[src/rtl/lfps_pkg.sv]
// ----------------------------------------------------------------------------
// lfps_pkg: shared types and constants of the line follower PID step
// Field widths, codes, sensor weights and the frame record that travels
// from the classifier through the queue to the control back end.
// ----------------------------------------------------------------------------
package lfps_pkg;

   localparam int SENSOR_COUNT = 7;
   localparam int QUEUE_DEPTH  = 2;

   localparam int MS_W     = 8;
   localparam int ERR_W    = 5;
   localparam int INTEG_W  = 7;
   localparam int D_W      = 6;
   localparam int TIMER_W  = 10;
   localparam int GAIN_W   = 16;
   localparam int SPEED_W  = 8;
   localparam int DRIVE_W  = 9;
   localparam int ACTION_W = 3;
   localparam int FRAC_W   = 8;

   localparam int CSR_ADDR_W = 3;
   localparam int CSR_DATA_W = 16;

   // sensor positions, bit 0 rightmost
   localparam int S_RIGHT_END = 0;
   localparam int S_RIGHT_IN  = 1;
   localparam int S_CENTRE    = 3;
   localparam int S_LEFT_IN   = 5;
   localparam int S_LEFT_END  = 6;

   localparam logic signed [ERR_W-1:0] WEIGHTS [SENSOR_COUNT] =
      '{5'sd5, 5'sd4, 5'sd3, 5'sd0, -5'sd3, -5'sd4, -5'sd5};

   localparam int INTEG_MAX    = 50;
   localparam int TURN_TIMEOUT = 700;
   localparam int TIMER_MAX    = 1023;
   localparam int DRIVE_MAX    = 255;

   localparam logic signed [DRIVE_W-1:0] DRV_TURN_FWD = 9'sd150;
   localparam logic signed [DRIVE_W-1:0] DRV_TURN_REV = -9'sd100;
   localparam logic signed [DRIVE_W-1:0] DRV_SPIN_FWD = 9'sd150;
   localparam logic signed [DRIVE_W-1:0] DRV_SPIN_REV = -9'sd150;

   localparam logic signed [ERR_W-1:0] ERR_SHARP = 5'sd3;

   localparam logic [GAIN_W-1:0]  GAIN_PROP_RST  = 16'd7168;
   localparam logic [GAIN_W-1:0]  GAIN_INTEG_RST = 16'd5;
   localparam logic [GAIN_W-1:0]  GAIN_DERIV_RST = 16'd9984;
   localparam logic [SPEED_W-1:0] SPEED_LOW_RST  = 8'd120;
   localparam logic [SPEED_W-1:0] SPEED_HIGH_RST = 8'd200;

   typedef enum logic [CSR_ADDR_W-1:0] {
      CSR_GAIN_PROP  = 3'd0,
      CSR_GAIN_INTEG = 3'd1,
      CSR_GAIN_DERIV = 3'd2,
      CSR_SPEED_LOW  = 3'd3,
      CSR_SPEED_HIGH = 3'd4
   } csr_index_type;

   typedef enum logic [ACTION_W-1:0] {
      ACT_PID    = 3'd0,
      ACT_CROSS  = 3'd1,
      ACT_TURN_R = 3'd2,
      ACT_TURN_L = 3'd3,
      ACT_SPIN_R = 3'd4,
      ACT_SPIN_L = 3'd5
   } action_type;

   typedef struct packed {
      logic [GAIN_W-1:0]  gain_prop;
      logic [GAIN_W-1:0]  gain_integ;
      logic [GAIN_W-1:0]  gain_deriv;
      logic [SPEED_W-1:0] speed_low;
      logic [SPEED_W-1:0] speed_high;
   } cfg_type;

   typedef struct packed {
      logic signed [ERR_W-1:0] err;
      logic                    active;
      logic                    centre;
      action_type              ovr;
      logic [MS_W-1:0]         ms;
   } frame_type;

endpackage

[src/rtl/lfps_front.sv]
// ----------------------------------------------------------------------------
// lfps_front: sensor frame classifier
// Normalizes line polarity, forms the weighted error and picks the override.
// ----------------------------------------------------------------------------
module lfps_front (
   input  logic [lfps_pkg::SENSOR_COUNT-1:0] line_bits,
   input  logic [lfps_pkg::MS_W-1:0]         elapsed_ms,
   output lfps_pkg::frame_type               frame
);

   localparam int ONES_W = $clog2(lfps_pkg::SENSOR_COUNT + 1);

   logic [ONES_W-1:0]                    ones;
   logic [lfps_pkg::SENSOR_COUNT-1:0]    s;
   logic signed [lfps_pkg::ERR_W-1:0]    err;

   always_comb begin
      ones = '0;
      for (int i = 0; i < lfps_pkg::SENSOR_COUNT; i++) begin
         ones = ones + ONES_W'(line_bits[i]);
      end
      // invert a mostly-set frame so the line always reads as set bits
      s = (ones < ONES_W'((lfps_pkg::SENSOR_COUNT + 1) / 2)) ? line_bits : ~line_bits;
      err = '0;
      for (int i = 0; i < lfps_pkg::SENSOR_COUNT; i++) begin
         if (s[i]) begin
            err = err + lfps_pkg::WEIGHTS[i];
         end
      end
   end

   always_comb begin
      frame.err    = err;
      frame.active = |s;
      frame.centre = s[lfps_pkg::S_CENTRE];
      frame.ms     = elapsed_ms;
      if (s[lfps_pkg::S_CENTRE] && (s[lfps_pkg::S_RIGHT_END] || s[lfps_pkg::S_LEFT_END])) begin
         frame.ovr = lfps_pkg::ACT_CROSS;
      end else if (s[lfps_pkg::S_LEFT_END] && !s[lfps_pkg::S_LEFT_IN]) begin
         frame.ovr = lfps_pkg::ACT_TURN_R;
      end else if (s[lfps_pkg::S_RIGHT_END] && !s[lfps_pkg::S_RIGHT_IN]) begin
         frame.ovr = lfps_pkg::ACT_TURN_L;
      end else if (s[lfps_pkg::S_RIGHT_END] && s[lfps_pkg::S_RIGHT_IN]
                   && !s[lfps_pkg::S_CENTRE]) begin
         frame.ovr = lfps_pkg::ACT_SPIN_R;
      end else if (s[lfps_pkg::S_LEFT_END] && s[lfps_pkg::S_LEFT_IN]
                   && !s[lfps_pkg::S_CENTRE]) begin
         frame.ovr = lfps_pkg::ACT_SPIN_L;
      end else begin
         frame.ovr = lfps_pkg::ACT_PID;
      end
   end

endmodule

[src/rtl/lfps_queue.sv]
// ----------------------------------------------------------------------------
// lfps_queue: short frame queue
// Decouples the classifier from the control back end.
// ----------------------------------------------------------------------------
module lfps_queue #(
   parameter int DEPTH = lfps_pkg::QUEUE_DEPTH
) (
   input  logic                clock,
   input  logic                reset,
   input  logic                push,
   input  lfps_pkg::frame_type push_frame,
   output logic                full,
   input  logic                pop,
   output logic                head_valid,
   output lfps_pkg::frame_type head_frame
);

   localparam int IDX_W = (DEPTH > 1) ? $clog2(DEPTH) : 1;
   localparam int CNT_W = $clog2(DEPTH + 1);

   lfps_pkg::frame_type mem_ff [DEPTH];
   logic [IDX_W-1:0]    wr_ptr_ff, wr_ptr_in;
   logic [IDX_W-1:0]    rd_ptr_ff, rd_ptr_in;
   logic [CNT_W-1:0]    count_ff, count_in;

   always_comb begin
      wr_ptr_in = wr_ptr_ff;
      rd_ptr_in = rd_ptr_ff;
      count_in  = count_ff;
      if (push) begin
         wr_ptr_in = (wr_ptr_ff == IDX_W'(DEPTH - 1)) ? '0 : wr_ptr_ff + 1'b1;
      end
      if (pop) begin
         rd_ptr_in = (rd_ptr_ff == IDX_W'(DEPTH - 1)) ? '0 : rd_ptr_ff + 1'b1;
      end
      case ({push, pop})
         2'b10:   count_in = count_ff + 1'b1;
         2'b01:   count_in = count_ff - 1'b1;
         default: count_in = count_ff;
      endcase
   end

   always_ff @(posedge clock) begin
      if (reset) begin
         wr_ptr_ff <= '0;
         rd_ptr_ff <= '0;
         count_ff  <= '0;
      end else begin
         wr_ptr_ff <= wr_ptr_in;
         rd_ptr_ff <= rd_ptr_in;
         count_ff  <= count_in;
      end
   end

   always_ff @(posedge clock) begin
      if (push) begin
         mem_ff[wr_ptr_ff] <= push_frame;
      end
   end

   assign full       = (count_ff == CNT_W'(DEPTH));
   assign head_valid = (count_ff != '0);
   assign head_frame = mem_ff[rd_ptr_ff];

endmodule

[src/rtl/lfps_back.sv]
// ----------------------------------------------------------------------------
// lfps_back: control back end
// Holds the loop state, runs the PID in three stages and drives the result.
// ----------------------------------------------------------------------------
module lfps_back (
   input  logic                                   clock,
   input  logic                                   reset,
   input  lfps_pkg::cfg_type                      cfg,
   input  logic                                   head_valid,
   input  lfps_pkg::frame_type                    head_frame,
   output logic                                   pop,
   output logic                                   rsp_valid,
   input  logic                                   rsp_ready,
   output logic signed [lfps_pkg::DRIVE_W-1:0]    rsp_left,
   output logic signed [lfps_pkg::DRIVE_W-1:0]    rsp_right,
   output lfps_pkg::action_type                   rsp_action
);

   localparam int ERR_W   = lfps_pkg::ERR_W;
   localparam int INTEG_W = lfps_pkg::INTEG_W;
   localparam int D_W     = lfps_pkg::D_W;
   localparam int TIMER_W = lfps_pkg::TIMER_W;
   localparam int SPEED_W = lfps_pkg::SPEED_W;
   localparam int DRIVE_W = lfps_pkg::DRIVE_W;
   localparam int FRAC_W  = lfps_pkg::FRAC_W;
   localparam int GS_W    = lfps_pkg::GAIN_W + 1;
   localparam int P_W     = GS_W + ERR_W;
   localparam int I_W     = GS_W + INTEG_W;
   localparam int DV_W    = GS_W + D_W;
   localparam int SUM_W   = I_W + 1;
   localparam int PID_W   = SUM_W - FRAC_W;
   localparam int WIDE_W  = PID_W + 1;

   typedef enum logic [1:0] {
      MODE_FOLLOW = 2'd0,
      MODE_TURN_R = 2'd1,
      MODE_TURN_L = 2'd2
   } mode_type;

   // loop state
   logic signed [ERR_W-1:0]   last_err_ff;
   logic signed [INTEG_W-1:0] integ_sum_ff;
   mode_type                  turn_mode_ff;
   logic [TIMER_W-1:0]        turn_timer_ff;

   // stage 1
   logic                      s1_valid_ff;
   lfps_pkg::action_type      s1_act_ff, s1_act_in;
   logic signed [ERR_W-1:0]   s1_err_ff;
   logic signed [INTEG_W-1:0] s1_integ_ff;
   logic signed [D_W-1:0]     s1_d_ff;
   logic [SPEED_W-1:0]        s1_base_ff, s1_base_in;

   // stage 2
   logic                      s2_valid_ff;
   lfps_pkg::action_type      s2_act_ff;
   logic [SPEED_W-1:0]        s2_base_ff;
   logic signed [P_W-1:0]     s2_prop_ff, s2_prop_in;
   logic signed [I_W-1:0]     s2_integ_ff, s2_integ_in;
   logic signed [DV_W-1:0]    s2_deriv_ff, s2_deriv_in;

   // output register
   logic                           rsp_valid_ff;
   logic signed [DRIVE_W-1:0]      rsp_left_ff, rsp_left_in;
   logic signed [DRIVE_W-1:0]      rsp_right_ff, rsp_right_in;
   lfps_pkg::action_type           rsp_action_ff;

   logic                      advance;
   logic                      turning;
   logic [TIMER_W:0]          timer_sum;
   logic [TIMER_W-1:0]        timer_sat;
   logic                      turn_done;
   logic signed [ERR_W-1:0]   err;
   logic signed [INTEG_W:0]   integ_wide;
   logic signed [INTEG_W-1:0] integ_new;
   logic signed [D_W-1:0]     d;
   logic [SPEED_W:0]          speed_sum;
   logic                      err_le1, err_le3, d_le1;

   logic signed [SUM_W-1:0]   pid_sum, pid_adj;
   logic [SUM_W-1:0]          pid_bias;
   logic signed [PID_W-1:0]   pid;
   logic signed [WIDE_W-1:0]  base_w, left_raw, right_raw;

   function automatic logic signed [DRIVE_W-1:0] clamp_drive(
      input logic signed [WIDE_W-1:0] v
   );
      logic signed [DRIVE_W-1:0] r;
      if (v < 0) begin
         r = '0;
      end else if (v > WIDE_W'(lfps_pkg::DRIVE_MAX)) begin
         r = DRIVE_W'(lfps_pkg::DRIVE_MAX);
      end else begin
         r = v[DRIVE_W-1:0];
      end
      return r;
   endfunction

   // the whole pipeline moves when the output register is free or drained
   assign advance = !rsp_valid_ff || rsp_ready;
   assign pop     = advance && head_valid;

   // stage 1: loop state, error, integral, derivative, base speed
   always_comb begin
      // the unused mode code acts as following
      turning    = turn_mode_ff inside {MODE_TURN_R, MODE_TURN_L};
      timer_sum  = {1'b0, turn_timer_ff} + (TIMER_W + 1)'(head_frame.ms);
      timer_sat  = (timer_sum > (TIMER_W + 1)'(lfps_pkg::TIMER_MAX))
                   ? TIMER_W'(lfps_pkg::TIMER_MAX) : timer_sum[TIMER_W-1:0];
      turn_done  = head_frame.centre || (timer_sat > TIMER_W'(lfps_pkg::TURN_TIMEOUT));
      err        = head_frame.active ? head_frame.err : last_err_ff;
      integ_wide = (INTEG_W + 1)'(integ_sum_ff) + (INTEG_W + 1)'(err);
      if (integ_wide > (INTEG_W + 1)'(lfps_pkg::INTEG_MAX)) begin
         integ_new = INTEG_W'(lfps_pkg::INTEG_MAX);
      end else if (integ_wide < -(INTEG_W + 1)'(lfps_pkg::INTEG_MAX)) begin
         integ_new = -INTEG_W'(lfps_pkg::INTEG_MAX);
      end else begin
         integ_new = integ_wide[INTEG_W-1:0];
      end
      d         = D_W'(err) - D_W'(last_err_ff);
      err_le1   = (err >= -5'sd1) && (err <= 5'sd1);
      err_le3   = (err >= -5'sd3) && (err <= 5'sd3);
      d_le1     = (d >= -6'sd1) && (d <= 6'sd1);
      speed_sum = (SPEED_W + 1)'(cfg.speed_high) + (SPEED_W + 1)'(cfg.speed_low);
      if (err_le1 && d_le1) begin
         s1_base_in = cfg.speed_high;
      end else if (err_le3) begin
         s1_base_in = speed_sum[SPEED_W:1];
      end else begin
         s1_base_in = cfg.speed_low;
      end
      if (!turning) begin
         s1_act_in = head_frame.ovr;
      end else if (turn_mode_ff == MODE_TURN_R) begin
         s1_act_in = lfps_pkg::ACT_TURN_R;
      end else begin
         s1_act_in = lfps_pkg::ACT_TURN_L;
      end
   end

   always_ff @(posedge clock) begin
      if (reset) begin
         last_err_ff   <= '0;
         integ_sum_ff  <= '0;
         turn_mode_ff  <= MODE_FOLLOW;
         turn_timer_ff <= '0;
      end else if (pop) begin
         if (turning) begin
            turn_timer_ff <= timer_sat;
            if (turn_done) begin
               turn_mode_ff <= MODE_FOLLOW;
            end
         end else begin
            integ_sum_ff <= integ_new;
            case (head_frame.ovr)
               lfps_pkg::ACT_CROSS: begin
                  last_err_ff  <= '0;
                  turn_mode_ff <= MODE_FOLLOW;
               end
               lfps_pkg::ACT_TURN_R: begin
                  last_err_ff   <= -lfps_pkg::ERR_SHARP;
                  turn_mode_ff  <= MODE_TURN_R;
                  turn_timer_ff <= '0;
               end
               lfps_pkg::ACT_TURN_L: begin
                  last_err_ff   <= lfps_pkg::ERR_SHARP;
                  turn_mode_ff  <= MODE_TURN_L;
                  turn_timer_ff <= '0;
               end
               lfps_pkg::ACT_SPIN_R: begin
                  last_err_ff  <= lfps_pkg::ERR_SHARP;
                  turn_mode_ff <= MODE_FOLLOW;
               end
               lfps_pkg::ACT_SPIN_L: begin
                  last_err_ff  <= -lfps_pkg::ERR_SHARP;
                  turn_mode_ff <= MODE_FOLLOW;
               end
               default: begin
                  last_err_ff  <= err;
                  turn_mode_ff <= MODE_FOLLOW;
               end
            endcase
         end
      end
   end

   always_ff @(posedge clock) begin
      if (reset) begin
         s1_valid_ff <= 1'b0;
      end else if (advance) begin
         s1_valid_ff <= pop;
      end
   end

   always_ff @(posedge clock) begin
      if (pop) begin
         s1_act_ff   <= s1_act_in;
         s1_err_ff   <= err;
         s1_integ_ff <= integ_new;
         s1_d_ff     <= d;
         s1_base_ff  <= s1_base_in;
      end
   end

   // stage 2: the three gain products
   always_comb begin
      s2_prop_in  = P_W'($signed({1'b0, cfg.gain_prop})) * P_W'(s1_err_ff);
      s2_integ_in = I_W'($signed({1'b0, cfg.gain_integ})) * I_W'(s1_integ_ff);
      s2_deriv_in = DV_W'($signed({1'b0, cfg.gain_deriv})) * DV_W'(s1_d_ff);
   end

   always_ff @(posedge clock) begin
      if (reset) begin
         s2_valid_ff <= 1'b0;
      end else if (advance) begin
         s2_valid_ff <= s1_valid_ff;
      end
   end

   always_ff @(posedge clock) begin
      if (advance) begin
         s2_act_ff   <= s1_act_ff;
         s2_base_ff  <= s1_base_ff;
         s2_prop_ff  <= s2_prop_in;
         s2_integ_ff <= s2_integ_in;
         s2_deriv_ff <= s2_deriv_in;
      end
   end

   // stage 3: sum, scale toward zero, clamp, pick the drive pair
   always_comb begin
      pid_sum   = SUM_W'(s2_prop_ff) + SUM_W'(s2_integ_ff) + SUM_W'(s2_deriv_ff);
      pid_bias  = pid_sum[SUM_W-1] ? SUM_W'((1 << FRAC_W) - 1) : '0;
      pid_adj   = pid_sum + $signed(pid_bias);
      pid       = pid_adj[SUM_W-1:FRAC_W];
      base_w    = $signed(WIDE_W'(s2_base_ff));
      left_raw  = base_w - WIDE_W'(pid);
      right_raw = base_w + WIDE_W'(pid);
      case (s2_act_ff)
         lfps_pkg::ACT_CROSS: begin
            rsp_left_in  = $signed(DRIVE_W'(cfg.speed_high));
            rsp_right_in = $signed(DRIVE_W'(cfg.speed_high));
         end
         lfps_pkg::ACT_TURN_R: begin
            rsp_left_in  = lfps_pkg::DRV_TURN_FWD;
            rsp_right_in = lfps_pkg::DRV_TURN_REV;
         end
         lfps_pkg::ACT_TURN_L: begin
            rsp_left_in  = lfps_pkg::DRV_TURN_REV;
            rsp_right_in = lfps_pkg::DRV_TURN_FWD;
         end
         lfps_pkg::ACT_SPIN_R: begin
            rsp_left_in  = lfps_pkg::DRV_SPIN_FWD;
            rsp_right_in = lfps_pkg::DRV_SPIN_REV;
         end
         lfps_pkg::ACT_SPIN_L: begin
            rsp_left_in  = lfps_pkg::DRV_SPIN_REV;
            rsp_right_in = lfps_pkg::DRV_SPIN_FWD;
         end
         default: begin
            rsp_left_in  = clamp_drive(left_raw);
            rsp_right_in = clamp_drive(right_raw);
         end
      endcase
   end

   always_ff @(posedge clock) begin
      if (reset) begin
         rsp_valid_ff <= 1'b0;
      end else if (advance) begin
         rsp_valid_ff <= s2_valid_ff;
      end
   end

   always_ff @(posedge clock) begin
      if (advance) begin
         rsp_left_ff   <= rsp_left_in;
         rsp_right_ff  <= rsp_right_in;
         rsp_action_ff <= s2_act_ff;
      end
   end

   assign rsp_valid  = rsp_valid_ff;
   assign rsp_left   = rsp_left_ff;
   assign rsp_right  = rsp_right_ff;
   assign rsp_action = rsp_action_ff;

   a_integ_range: assert property (@(posedge clock) disable iff (reset)
      (integ_sum_ff <= 7'sd50) && (integ_sum_ff >= -7'sd50))
      else $error("integral left its clamp range");

   a_last_err_range: assert property (@(posedge clock) disable iff (reset)
      (last_err_ff <= 5'sd12) && (last_err_ff >= -5'sd12))
      else $error("stored error out of range");

   a_pid_drive_positive: assert property (@(posedge clock) disable iff (reset)
      rsp_valid_ff && (rsp_action_ff == lfps_pkg::ACT_PID)
      |-> !rsp_left_ff[DRIVE_W-1] && !rsp_right_ff[DRIVE_W-1])
      else $error("PID drive escaped the 0..255 clamp");

   a_turn_entry: assert property (@(posedge clock) disable iff (reset)
      pop && !turning && (head_frame.ovr == lfps_pkg::ACT_TURN_R)
      |=> (turn_mode_ff == MODE_TURN_R) && (turn_timer_ff == '0))
      else $error("sharp right turn not entered");

   a_turning_action: assert property (@(posedge clock) disable iff (reset)
      pop && (turn_mode_ff == MODE_TURN_L) |=> (s1_act_ff == lfps_pkg::ACT_TURN_L))
      else $error("turning frame lost its turn action");

endmodule

[src/rtl/line_follower_pid_step.sv]
// ----------------------------------------------------------------------------
// line_follower_pid_step: one control step of a seven-sensor line follower
// Frame classifier, frame queue and a pipelined PID back end with overrides.
// ----------------------------------------------------------------------------
// Usage:
//   Send one sensor frame per word on the req_ stream: thresholded line bits
//   and the milliseconds since the previous frame. Each word yields exactly
//   one rsp_ word: signed left/right drives and the action taken.
//   Gains and speeds sit behind the csr_ write port; write them only while
//   no word is in flight.
// Pipeline: an accepted word passes the queue, then the state and error
//   stage, product stage, sum and clamp stage into the output register.
// Throughput: one word per cycle while the output is not stalled, set by the
//   loop state update (error, integral clamp, turn timer) in the first stage.
// Reset: clears the loop state (stored error, integral, turn mode and timer),
//   empties the queue and the pipeline and reloads the default gains and speeds.
// Stall: when rsp_tvalid is high and rsp_tready is low the output register
//   and pipeline hold; the queue takes words until full, then req_tready drops.
// ----------------------------------------------------------------------------
module line_follower_pid_step #(
   parameter int QUEUE_DEPTH = lfps_pkg::QUEUE_DEPTH
) (
   input  logic                               clock,
   input  logic                               reset,
   // request stream
   input  logic                               req_tvalid,
   output logic                               req_tready,
   input  logic [15:0]                        req_tdata,   // line_bits[6:0], elapsed_ms[14:7]
   // result stream
   output logic                               rsp_tvalid,
   input  logic                               rsp_tready,
   output logic [23:0]                        rsp_tdata,   // left_drive[8:0], right_drive[17:9]
   output logic [lfps_pkg::ACTION_W-1:0]      rsp_tuser,   // action[2:0]
   // register writes
   input  logic                               csr_we,
   input  logic [lfps_pkg::CSR_ADDR_W-1:0]    csr_addr,
   input  logic [lfps_pkg::CSR_DATA_W-1:0]    csr_wdata
);

   localparam int SC    = lfps_pkg::SENSOR_COUNT;
   localparam int MS_W  = lfps_pkg::MS_W;
   localparam int DRV_W = lfps_pkg::DRIVE_W;

   lfps_pkg::cfg_type   cfg_ff;
   lfps_pkg::frame_type front_frame;
   lfps_pkg::frame_type head_frame;
   logic                q_full;
   logic                q_head_valid;
   logic                q_pop;
   logic                push;

   logic signed [DRV_W-1:0] rsp_left;
   logic signed [DRV_W-1:0] rsp_right;
   lfps_pkg::action_type    rsp_action;

   // register file: unknown indexes drop the write
   always_ff @(posedge clock) begin
      if (reset) begin
         cfg_ff.gain_prop  <= lfps_pkg::GAIN_PROP_RST;
         cfg_ff.gain_integ <= lfps_pkg::GAIN_INTEG_RST;
         cfg_ff.gain_deriv <= lfps_pkg::GAIN_DERIV_RST;
         cfg_ff.speed_low  <= lfps_pkg::SPEED_LOW_RST;
         cfg_ff.speed_high <= lfps_pkg::SPEED_HIGH_RST;
      end else if (csr_we) begin
         case (csr_addr)
            lfps_pkg::CSR_GAIN_PROP:  cfg_ff.gain_prop  <= csr_wdata;
            lfps_pkg::CSR_GAIN_INTEG: cfg_ff.gain_integ <= csr_wdata;
            lfps_pkg::CSR_GAIN_DERIV: cfg_ff.gain_deriv <= csr_wdata;
            lfps_pkg::CSR_SPEED_LOW:  cfg_ff.speed_low  <= csr_wdata[lfps_pkg::SPEED_W-1:0];
            lfps_pkg::CSR_SPEED_HIGH: cfg_ff.speed_high <= csr_wdata[lfps_pkg::SPEED_W-1:0];
            default: ;
         endcase
      end
   end

   // accept whenever the queue has room
   assign req_tready = !q_full;
   assign push       = req_tvalid && req_tready;

   lfps_front u_front (
      .line_bits  (req_tdata[SC-1:0]),
      .elapsed_ms (req_tdata[SC+MS_W-1:SC]),
      .frame      (front_frame)
   );

   lfps_queue #(
      .DEPTH (QUEUE_DEPTH)
   ) u_queue (
      .clock      (clock),
      .reset      (reset),
      .push       (push),
      .push_frame (front_frame),
      .full       (q_full),
      .pop        (q_pop),
      .head_valid (q_head_valid),
      .head_frame (head_frame)
   );

   lfps_back u_back (
      .clock      (clock),
      .reset      (reset),
      .cfg        (cfg_ff),
      .head_valid (q_head_valid),
      .head_frame (head_frame),
      .pop        (q_pop),
      .rsp_valid  (rsp_tvalid),
      .rsp_ready  (rsp_tready),
      .rsp_left   (rsp_left),
      .rsp_right  (rsp_right),
      .rsp_action (rsp_action)
   );

   // pack the word: left drive low, right drive above, zero fill
   assign rsp_tdata = {{(24 - 2 * DRV_W){1'b0}}, rsp_right, rsp_left};
   assign rsp_tuser = rsp_action;

endmodule

[config.mk]
export PLATFORM = sky130hd
export DESIGN_NAME = line_follower_pid_step
export DESIGN_NICKNAME = d
export VERILOG_FILES = /design/src/rtl/lfps_pkg.sv /design/src/rtl/lfps_front.sv /design/src/rtl/lfps_queue.sv /design/src/rtl/lfps_back.sv /design/src/rtl/line_follower_pid_step.sv
export SDC_FILE = /design/constraint.sdc
export NUM_CORES = 1
export LEC_CHECK = 0
export BUFFER_PORTS_ARGS = -buffer_cell sky130_fd_sc_hd__buf_4
export CORE_MARGIN = 3
export CORE_UTILIZATION = 40
export DETAILED_ROUTE_END_ITERATION = 12
export GPL_ROUTABILITY_DRIVEN = 0
export MAX_ROUTING_LAYER = met4
export PLACE_DENSITY_LB_ADDON = 0.3
export RECOVER_POWER = 25
export SLEW_MARGIN = 10
export SYNTH_ARGS = -nofsm -noshare
export SYNTH_HDL_FRONTEND = slang
export SYNTH_HIERARCHICAL = 1
export SYNTH_SLANG_ARGS = --single-unit
[constraint.sdc]
create_clock -name clock -period 7.5 [get_ports clock]
set_input_delay 0.375 -clock clock [delete_from_list [all_inputs] [get_ports clock]]
set_output_delay 0.375 -clock clock [all_outputs]
set_load 0.05 [all_outputs]
==> impl_metrics.py <==
metrics = {
    "synthesis": {
        "yosysWarningCount": 6,
        "synth_compound_area_share_pct": 11.7,
        "yosysUniqueCellTypes": 96,
        "synth_mux_area_share_pct": 4.04,
        "synth_area_leaders": "edfxtp_1, fa_1, ha_1",
        "syn-instance-count": 2586,
        "synth_ff_type": "edfxtp_1",
        "synth_top_family_by_area": "adder cells",
        "ys_async_sr_fraction_pct": 0,
        "syn_avg_cell_area_sq_um": 9.54,
        "ys_ff_latch": 262,
        "syn_area_sq_um": 24700,
        "synth_area_leader_cell": "edfxtp_1",
        "synth.most_common_cell": "inv_1",
        "synthXorXnorAreaFrac_pct": 4.37,
        "synth-simple-area-share_pct": 17.0,
        "ys_top_cells_by_count": "inv_1, ha_1, nand2_1, fa_1, nor2_1",
        "synthDominantCellAreaShare_pct": 20.2,
        "synthAdderAreaFrac_pct": 28.4,
        "synth-seq-area-share_pct": 28.0,
        "synth_edf_count": 166,
    },
    "worst_setup_path": {
        "rrSetupSlack_ps": -20,
        "r2r_end": "u_back/rsp_left[0]$_DFFE_PN_",
        "slowest_delay_ps": 600,
        "worst_ep_required_time_ps": 7840,
        "start_kind": "register",
        "path_class": "register to register",
        "path_max_fanout": 8,
        "crit_arrival_ps": 7860,
        "worstRegToRegCells": 36,
        "r2r-start": "u_back/s2_prop_ff[6]$_DFFE_PN_",
        "cp_slowest_cell": "fa_1",
        "crit_path_end_kind": "register",
    },
    "placement": {
        "dpl.hpwl_mm": 45.9,
        "port_buffers": 61,
        "pre_cts_ws_ps": -253,
    },
    "clock_network": {
        "cts_tree": "built",
        "cts.clk_slew.worst_paths_ps": 70,
        "cts-root-buf": "clkbuf_16",
        "cts.htree.levels": 1,
        "clk_latency_ps": 600,
        "cts_buffer_depth": 3,
        "cts_buffers": 30,
        "clock-sinks": 262,
    },
    "drt": {
        "vias": 18296,
        "avgRoutedWirePerCell_microns": 16.6,
        "drt-pass1-iter-count": 5,
        "drt-total-wl_mm": 57.6,
        "viasPerCell": 5.25,
        "drtIter0Drc": 819,
        "drc": 0,
        "ant_nets": 0,
    },
    "floorplan": {
        "top_level_ports": 69,
        "die_y_microns": 254,
        "dieArea_sq_um": 64700,
        "design.core.area_sq_um": 60700,
        "rows": 90,
        "start_util_pct": 40.6,
        "die_w_microns": 254,
    },
    "sta": {
        "finalHoldViolCount": 0,
        "setup_tns_ps": -27.2,
        "rsz0062_at_grt": "yes",
        "max_slew_margin_pct": -123,
        "fin_skew_ps": 26.2,
        "worst_pin_slew_ps": 3350,
        "timing.fmax_mhz": 133,
        "slew_violations": 168,
        "fin_crit_sh_pct": 100,
        "setup_viol": 3,
        "layout_setup_ws_ps": -18.1,
        "hold_ws_ps": 46.5,
        "min_period_ps": 7520,
    },
    "cells_and_area": {
        "nNetsFinal": 3150,
        "layout-drive-gt1-share_pct": 10.8,
        "area_growth_syn_to_layout_pct": 12.3,
    },
    "run": {
        "drv_cap": 3,
    },
    "run_status": {
        "status": "finished with violations",
        "violations": "max-capacitance violations, max-slew violations, negative setup slack",
    },
    "global_route": {
        "grt_usage_pct": 18.3,
        "grt_max_degree": 94,
        "grt_pass1_wl_mm": 93.6,
        "grt_pass1_vias": 18715,
        "grt_overflow_total": 0,
        "antenna_found_initial": 6,
    },
    "worst_hold_path": {
        "worstHoldStart": "csr_wdata[7]",
        "holdPathEnd": "cfg_ff[7]$_SDFFE_PP1P_",
        "hold_depth": 3,
        "hold_class": "input port to register",
    },
}
==> worst max-delay path by stage <==
stage	startpoint	to	slack, ps
5_1_grt	u_back/s2_prop_ff[6]$_DFFE_PN_	u_back/rsp_left[0]$_DFFE_PN_	-530
3_3_place_gp	u_back/s2_prop_ff[2]$_DFFE_PN_	u_back/rsp_left[0]$_DFFE_PN_	-130
2_1_floorplan	u_back/s2_prop_ff[7]$_DFFE_PN_	u_back/rsp_right[3]$_DFFE_PN_	10
3_5_place_dp	u_back/s2_prop_ff[2]$_DFFE_PN_	u_back/rsp_right[6]$_DFFE_PN_	-250
4_1_cts	u_back/s2_deriv_ff[6]$_DFFE_PN_	u_back/rsp_right[6]$_DFFE_PN_	20
6_report	u_back/s2_prop_ff[6]$_DFFE_PN_	u_back/rsp_left[0]$_DFFE_PN_	-20
==> cell usage in the layout, fill, tap and decap left out, drive strengths merged, types with 40 or more instances in the layout <==
cell and count:
a21oi 156, xnor2 90, clkbuf 42, nand2 212
o21ai 78, nand3 40, and2 123, nand2b 120
nor2 180, nor3 49, ha 232, dfxtp 96
fa 204, mux2i 76, inv 306, buf 126
edfxtp 166
==> critical path: cells and delay by family (launching register included) <==
kind	cells	cell delay, ps
AND/OR/NAND/NOR	11	2010
flip-flops	1	400
adder cells (fa/ha/maj)	4	1390
XOR/XNOR	2	370
AO/OA/AOI/OAI	16	2680
buffers and inverters	3	410
==> per-stage QoR <==
stage,utilization [%],instances,area [sq um]
2_1_floorplan,-,2591,24700
3_3_place_gp,43.2,3406,26200
3_5_place_dp,43.2,3406,26200
4_1_cts,45.2,3471,27400
5_1_grt,45.6,3483,27700
6_report,45.6,3483,27700
==> area by class of cell <==
class | count | area (sq um)
timing repair buffer | 145 | 1100
multi-input combinational | 1934 | 16500
clock inverter | 25 | 268
fill | 5610 | 33000
antenna | 3 | 7.51
sequential | 262 | 6910
tap | 782 | 978
inverter | 301 | 1130
clock buffer | 31 | 764
==> registers in the layout, indices dropped and copies added (netlist names), 9 cells and up, named ones only <==
| name | count |
|---|---|
| u_back/s2_prop_ff | 22 |
| u_back/turn_timer_ff | 10 |
| u_back/rsp_left | 9 |
| u_queue/mem_ff | 36 |
| u_back/rsp_right | 9 |
| cfg_ff | 64 |
| u_back/s2_integ_ff | 24 |
| u_back/s2_deriv_ff | 23 |
==> logic make-up (layout without fill, tap and decap cells) <==
logic type,count (synthesis),after routing
fa+ha+maj,438,438
mux,97,97
other cells,1,9
flops,262,262
simple gates,826,826
buf+inv,395,502
compound gates,444,444
xor+xnor,123,123
==> metal layers <==
| metal | share of wire [%] | routed length, microns | vias up | track usage [%] |
|---|---|---|---|---|
| met3 | 3.1 | 1790 | 103 | 1.66 |
| met5 | 0 | 0 | - | - |
| met1 | 45 | 25700 | 8975 | 22.7 |
| li1 | - | - | 8901 | - |
| met2 | 49 | 28500 | 317 | 31.7 |
| met4 | 2.9 | 1700 | 0 | 5.47 |
==> timing repair <==
item	CTS	global route
endpoints found under the setup margin	16	16
resized for setup	9	43
pin swaps	9	36
hold endpoints to repair	16	0
hold buffers	8	0
buffers inserted	1	9
Power is left out: the tool's default activity adds up to more than one toggle a clock period on the data nets, which glitch-free logic cannot reach.
